[src/rtl/chm_pkg.sv]
// ----------------------------------------------------------------------------
// Chained hash map package
// Shared types, codes and hash constants for the chained hash map.
// ----------------------------------------------------------------------------
`default_nettype none

package chm_pkg;

  localparam int TABLE_PRIME = 4093;
  localparam int SLOT_W      = $clog2(TABLE_PRIME);
  localparam int REM_W       = SLOT_W + 1;
  localparam int RECIP_SHIFT = 31 + SLOT_W;
  localparam logic [31:0] RECIP = 32'((64'd1 << RECIP_SHIFT) / TABLE_PRIME);
  localparam logic [SLOT_W-1:0] FULL_COUNT = SLOT_W'(TABLE_PRIME - 1);
  localparam logic [SLOT_W-1:0] LAST_SLOT  = SLOT_W'(TABLE_PRIME - 1);

  localparam logic [1:0] OP_CLEAR  = 2'd0;
  localparam logic [1:0] OP_INSERT = 2'd1;
  localparam logic [1:0] OP_FIND   = 2'd2;

  localparam logic [1:0] ST_OK   = 2'd0;
  localparam logic [1:0] ST_MISS = 2'd1;
  localparam logic [1:0] ST_FULL = 2'd2;

  localparam logic signed [31:0] MISS_VALUE = 32'sh8000_0000;

  typedef struct packed {
    logic [1:0]         op;
    logic [31:0]        key;
    logic signed [31:0] value;
  } req_word_t;

  typedef struct packed {
    logic [1:0]         status;
    logic signed [31:0] found_value;
  } rsp_word_t;

  typedef struct packed {
    logic [SLOT_W-1:0]  next;
    logic [31:0]        key;
    logic signed [31:0] value;
  } entry_t;

  typedef enum logic [0:0] {
    MUL_RECIP = 1'b0,
    MUL_PRIME = 1'b1
  } mul_sel_t;

  typedef struct packed {
    logic              head_we;
    logic [SLOT_W-1:0] head_waddr;
    logic [SLOT_W-1:0] head_wdata;
    logic [SLOT_W-1:0] head_raddr;
    logic              ent_we;
    logic [SLOT_W-1:0] ent_waddr;
    entry_t            ent_wdata;
    logic [SLOT_W-1:0] ent_raddr;
  } store_ctrl_t;

endpackage

`default_nettype wire

[src/rtl/chm_hash.sv]
// ----------------------------------------------------------------------------
// Chained hash map bucket hash
// Shared multiplier that reduces a key modulo the prime bucket count in two
// passes: a reciprocal multiply for the quotient, then a multiply by the prime.
// ----------------------------------------------------------------------------
`default_nettype none

module chm_hash (
  input  wire logic                     clk,
  input  wire chm_pkg::mul_sel_t        sel,
  input  wire logic [31:0]              key,
  output logic [chm_pkg::SLOT_W-1:0]    bucket
);

  logic [63:0]               prod;
  logic [31:0]               mul_a;
  logic [31:0]               mul_b;
  logic [31:0]               quot;
  logic [chm_pkg::REM_W-1:0] rem;

  assign quot  = 32'(prod >> chm_pkg::RECIP_SHIFT);
  assign mul_a = (sel == chm_pkg::MUL_RECIP) ? key : quot;
  assign mul_b = (sel == chm_pkg::MUL_RECIP) ? chm_pkg::RECIP : 32'(chm_pkg::TABLE_PRIME);

  always_ff @(posedge clk) begin
    prod <= 64'(mul_a) * 64'(mul_b);
  end

  // The quotient estimate is at most one low, so one correction suffices.
  assign rem    = chm_pkg::REM_W'(key - prod[31:0]);
  assign bucket = (rem >= chm_pkg::REM_W'(chm_pkg::TABLE_PRIME))
                ? chm_pkg::SLOT_W'(rem - chm_pkg::REM_W'(chm_pkg::TABLE_PRIME))
                : chm_pkg::SLOT_W'(rem);

endmodule

`default_nettype wire

[config.mk]
export PLATFORM = sky130hd
export DESIGN_NAME = chm_hash
export DESIGN_NICKNAME = d
export VERILOG_FILES = /design/src/rtl/chm_pkg.sv /design/src/rtl/chm_hash.sv
export SDC_FILE = /design/constraint.sdc
export NUM_CORES = 1
export LEC_CHECK = 0
export BUFFER_PORTS_ARGS = -buffer_cell sky130_fd_sc_hd__buf_2
export CAP_MARGIN = 20
export CORE_MARGIN = 3
export CORE_UTILIZATION = 60
export DETAILED_ROUTE_END_ITERATION = 10
export GPL_TIMING_DRIVEN = 0
export PLACE_DENSITY = 0.8
export RECOVER_POWER = 50
export SYNTH_ARGS = -nofsm -noshare
export SYNTH_HDL_FRONTEND = slang
export SYNTH_SLANG_ARGS = --single-unit
[constraint.sdc]
create_clock -name clk -period 6.9 [get_ports clk]
set_clock_uncertainty 0.15 [all_clocks]
set_input_delay 0.345 -clock clk [delete_from_list [all_inputs] [get_ports clk]]
set_output_delay 0.345 -clock clk [all_outputs]
set_load 0.005 [all_outputs]
# Yosys cells after proc, flatten, opt, wreduce, memory -nomap -nowiden
# Cells that the tools add are included.
# W data, S select, Z words.
[totals]
romBits = 0
mem_bits_rw = 0
regBits = 64
n_memories = 0
out_inout_bits = 12
latchBits = 0
in_bits = 34
wordCells = 8
[classes]
div_mod_pow = 0
shift = 0
add_sub_neg = 2
n_lt_le_gt_ge = 1
eq_ne = 0
bitwise_logic = 0
mux = 3
multipliers = 1
reduce_logical = 0
[ops]
columns = ["operator", "n"]
rows = [
  ["$mul A32 B32 Y64", 1],
  ["$mux W32", 2],
  ["$ge A13 B12 Y1 const B", 1],
  ["$sub A13 B13 Y13", 1],
  ["$mux W12", 1],
  ["$sub A12 B12 Y12 const B", 1],
]

# Longest topological paths before layout
[logic_depth]
ltp_word = 3
depth_mapped = 30
mapped_depth_nobuf = 28

# Least setup slack after synthesis
# OpenSTA, ideal clock, no wires.
[synth_timing]
kind = "input to register"
startpoint = "input port sel"
endpoint = "register prod[56]"
cell_stages = 26
required_ps = 6627
n_path_buf = 2
arrival_ps = 7049
setup_slack_ps = -423
setup_ps = 123
path_cell_list = "clkbuf_1 > clkbuf_1 > nand2_1 > inv_1 > nor2_1 > fa_1 > fa_1 > inv_1 > fa_1 > inv_1 > fa_1 > inv_1 > fa_1 > fa_1 > fa_1 > fa_1 > ha_1 > a21o_1 > a21o_1 > a211o_1 > a311oi_1 > o31ai_1 > a21oi_1 > nand3b_1 > o21bai_1 > xor2_1"
[synth_via]
elab_chain_len = 2
word_cells_on_any_way = 3
cone_classes = "1 x mul; 2 x mux"
[synth_rtl]
columns = ["element", "line_no", "rtl"]
rows = [
  ["from (decl)", "chm_hash.sv:10", "input wire chm_pkg::mul_sel_t sel,"],
  ["$mux W32, on equally long branches", "chm_hash.sv:22, chm_hash.sv:23", ""],
  ["$mul A32 B32 Y64 *", "chm_hash.sv:26", "prod <= 64'(mul_a) * 64'(mul_b);"],
  ["to (signal assigned)", "chm_hash.sv:26", ""],
  ["to (decl)", "chm_hash.sv:15", "logic [63:0] prod;"],
]
# Every way passes the cells marked *; elsewhere a longest branch is shown, timed or not.

# Final worst setup path
[layout_timing]
startpoint = "register prod[54]"
endpoint = "register prod[54]"
[layout_via]
elab_chain_len = 2
[layout_rtl]
columns = ["element", "line_no", "rtl"]
rows = [
  ["$mux W32", "chm_hash.sv:22", "assign mul_a = (sel == chm_pkg::MUL_RECIP) ? key : quot;"],
  ["$mul A32 B32 Y64", "chm_hash.sv:26", ""],
]
# No other way between the ends.

==> impl_results.md <==
* Worst Hold Depth at 4
* Top-level port count at 46
* DR DRC count at 0
* Max FFs per register at 34
* Number of hold-repair buffers added at the cts stage at 0
* Post-route clock period utilization at 102%
* Critical Path Sink Type: flop
* HPWL after detailed placement at 34,600 um
* Min-delay worst type: primary input to flop
* Number of standard-cell rows in the floorplan at 59
* Slowest cell delay on critical path at 600 ps
* Startpoint of the tightest hold check path: key[29]
* Buffer cell driving the clock tree root: sky130_fd_sc_hd__clkbuf_16
* Leading registers by flop count: prod: 34 flops
* Total number of H-tree levels at 2
* Clock tree from TritonCTS: yes
* Area contributors post-synth: sky130_fd_sc_hd__fa_1, sky130_fd_sc_hd__ha_1, sky130_fd_sc_hd__inv_1, sky130_fd_sc_hd__dfxtp_1, sky130_fd_sc_hd__xnor2_1
* Overall die area at 28,900 um2
* Number of nets in the layout at 2,605
* Setup repair after global routing missed its margin: true
* Origin of the critical flop-to-flop path: prod[54]$_DFF_P_
* Worst slew slack as a fraction of its limit at about 37%
* Number of enable-type register cells in the synthesized netlist at 0
* Cell Count, Final, Fillers Out at 2,260
* Number of sinks handled by clock tree synthesis at 34
* Clock transition at path regs at 60 ps
* Wire length reported by the detailed router at 45,800 um
* Vias per inst at about 5.7
* Critical Path Source: prod[54]$_DFF_P_
* Routability congestion estimate from global placement at ~0.94
* Post-DP Area at around 17,000 um2
* Synthesized-area fraction occupied by adder cells at between 60% and 70%
* Xor and xnor fraction of the mapped netlist area at 3.85%
* Avg Cell Area, Syn at 9.32 um2
* Total of max-cap violations at 0
* Top flip-flop cell by instance count after synthesis: sky130_fd_sc_hd__dfxtp_1
* Per-cell routed wire length at 20.3 um
* Leftover overflow at the end of global routing at 0
* Post-synth ARST share at 0%
* Post-synthesis cell type with the largest combined area: sky130_fd_sc_hd__fa_1
* FF-to-FF setup slack at -160 ps
* Number of antenna violations at the first check in global routing at 0
* Hold worst-path end: prod[60]$_DFF_P_
* Endpoints failing setup at 12
* Most instantiated library cell after synthesis: sky130_fd_sc_hd__inv_1
* Number of buffers created by CTS at 5
* Required time reported for the critical path endpoint at 6910 ps
* Synth Register Bits at 34
* Launching element type of the critical path: flop
* Die extent in y at between 150 and 200 um
* Maximum clock insertion buffer count at 2
* Initial Utilization at 61.4%
* Final worst setup slack at -156 ps
* Layout overhead on the synthesized area at 19.8%
* Clock period minus worst slack at 7060 ps
* Cell area after layout at 19,300 um2
* Proportion of synthesized chip area in sequential cells at 4.22%
* Main combinational cell family by area after synthesis: adder cells
* Antenna viol nets, final at 0
* Setup Crit Path Kind: flop to flop
* Number of instances in the synthesized netlist at 1,731
* CP cell instances: xor2_1 -> and2_1 -> nor3_1 -> a31oi_2 -> fa_2 -> fa_1 -> inv_1 -> fa_1 -> inv_1 -> ha_1 -> ha_1 -> fa_1 -> inv_1 -> fa_1 -> inv_1 -> ha_1 -> a21o_1 -> a311oi_2 -> o2111ai_2 -> a211oi_2 -> o211ai_1 -> a21oi_2 -> o21ai_2 -> xor2_1
* Total GRT Usage at 29.3%
* Final cell utilization of the core at 73.5%
* Sum of negative setup slack at -836 ps
* Antenna Diode Count at 0
* Arrival time worst endpoint at 7070 ps
* Synth unique cells at 62
* TritonRoute pass-1 iters at 7
* Violations in the final reports: setup timing
* Top cell type's share of synthesized area at 34.0%
* Placed Cells incl. Taps at 2,191
* Share of layout cells above drive strength 1 at 19.4%
* Synth Area in Compound Gates at 8.61%
* Count of warnings emitted by yosys at 0
* Vias in the first global route at roughly 13,000
* Post-Synth Simple-Gate Area at 8.33%
* Run status: complete, but fails checks
* Clock latency of the later-clocked register in the worst-skew pair at 280 ps
* Slowest library cell on the worst path: sky130_fd_sc_hd__dfxtp_1
* Endpoint of the worst register-to-register path: prod[54]$_DFF_P_
* Most flops, register: prod
* Largest net degree at the start of global routing at 13
* Max-slew violation total from the final report at 0
* Mux share of post-synthesis cell area at 0.0698%
* Core region area at 26,300 um2
* Wire length of the first global-routing pass at 66,200 um
* Most instantiated cells after synthesis: sky130_fd_sc_hd__inv_1, sky130_fd_sc_hd__ha_1, sky130_fd_sc_hd__fa_1
* Slew at the pin closest to its max-slew limit at around 940 ps
* Die width at 170 um
* Cell area after synthesis at ~16,000 um2
* Endpoints failing hold at 0
* Total number of vias at approximately 13,000
* Timing-limited maximum frequency at 0.142 GHz
* Reg2reg path depth at 24
* Critical-path maximum fanout at 8
* Number of buffer cells added on primary ports at 45
* Drt initial violations at around 1,200
worst max-delay path by stage:
stage | end | slack [ps] | depth (start not counted)
after floorplan | prod[56]$_DFF_P_ | 4 | 28
after global placement | prod[54]$_DFF_P_ | -1410 | 26
after detailed placement | prod[61]$_DFF_P_ | -1430 | 29
after CTS | prod[59]$_DFF_P_ | -10 | 26
after global routing | prod[61]$_DFF_P_ | -250 | 25
final | prod[54]$_DFF_P_ | -160 | 24
stage by stage:
stage / setup slack, ps / hold WS, ps
3_5_place_dp: -1430 / 566
5_1_grt: -255 / 426
2_1_floorplan: 4.03 / 437
4_1_cts: -10.3 / 375
3_3_place_gp: -1410 / 557
6_report: -156 / 387
placed cells by master (no fill, tap or decap), types with 7 or more instances in the layout:
cell                          n
sky130_fd_sc_hd__inv_1      451
sky130_fd_sc_hd__ha_1       334
sky130_fd_sc_hd__fa_1       240
sky130_fd_sc_hd__conb_1      82
sky130_fd_sc_hd__buf_4       57
sky130_fd_sc_hd__a21oi_1     47
sky130_fd_sc_hd__buf_2       45
sky130_fd_sc_hd__a21o_1      39
sky130_fd_sc_hd__nand2_1     37
sky130_fd_sc_hd__xnor2_1     37
sky130_fd_sc_hd__ha_4        37
sky130_fd_sc_hd__fa_2        34
sky130_fd_sc_hd__nor2_1      33
sky130_fd_sc_hd__xor2_1      27
sky130_fd_sc_hd__inv_2       26
sky130_fd_sc_hd__dfxtp_1     26
sky130_fd_sc_hd__o21ai_0     25
sky130_fd_sc_hd__nor2b_1     22
sky130_fd_sc_hd__and2_1      19
sky130_fd_sc_hd__nor2b_4     16
sky130_fd_sc_hd__a21boi_0    14
sky130_fd_sc_hd__nand3_1     14
sky130_fd_sc_hd__nand2b_1    13
sky130_fd_sc_hd__clkbuf_16   12
sky130_fd_sc_hd__a21oi_2     12
sky130_fd_sc_hd__nand4_1     12
sky130_fd_sc_hd__o21ai_2     10
sky130_fd_sc_hd__clkbuf_1     8
sky130_fd_sc_hd__nor3_1       7
sky130_fd_sc_hd__buf_6        7
kinds of logic after synthesis:
kind of cell / Yosys count
fa+ha+maj: 647
flops: 34
mux: 1
simple gates: 251
other cells: 2
compound gates: 212
buf+inv: 514
xor+xnor: 70
worst max-delay path, delay by kind of cell, from the launching register on:
kind / cells / cell delay [ps]
AO/OA/AOI/OAI: 8 / 1780
XOR/XNOR: 2 / 350
adder cells (fa/ha/maj): 8 / 3460
buffers and inverters: 4 / 250
flip-flops: 1 / 600
AND/OR/NAND/NOR: 2 / 340
final cells by class:
class,instances,area [um2]
multi-input combinational,1263,15100
fill,1699,6950
inverter,483,1850
timing repair buffer,115,867
sequential,34,701
tap,335,419
buffer,22,239
clock buffer,5,125
clock inverter,3,68.8
per-layer routing:
metal	GRT usage (%)	vias to the layer above	part of all wire, %
met5	0	-	0
met4	10.0	0	5.3
met3	4.27	195	7.2
met2	49.8	625	48
met1	38.8	6324	39
li1	-	5753	-
repair_timing:
action	in CTS	in global routing
resized for setup	189	133
gates cloned	4	1
pin swaps	74	109
setup endpoints to repair	21	20
setup buffers	29	36
Power is not shown: default switching activity piles up to over one toggle a cycle in this logic, so the estimate is an artifact.
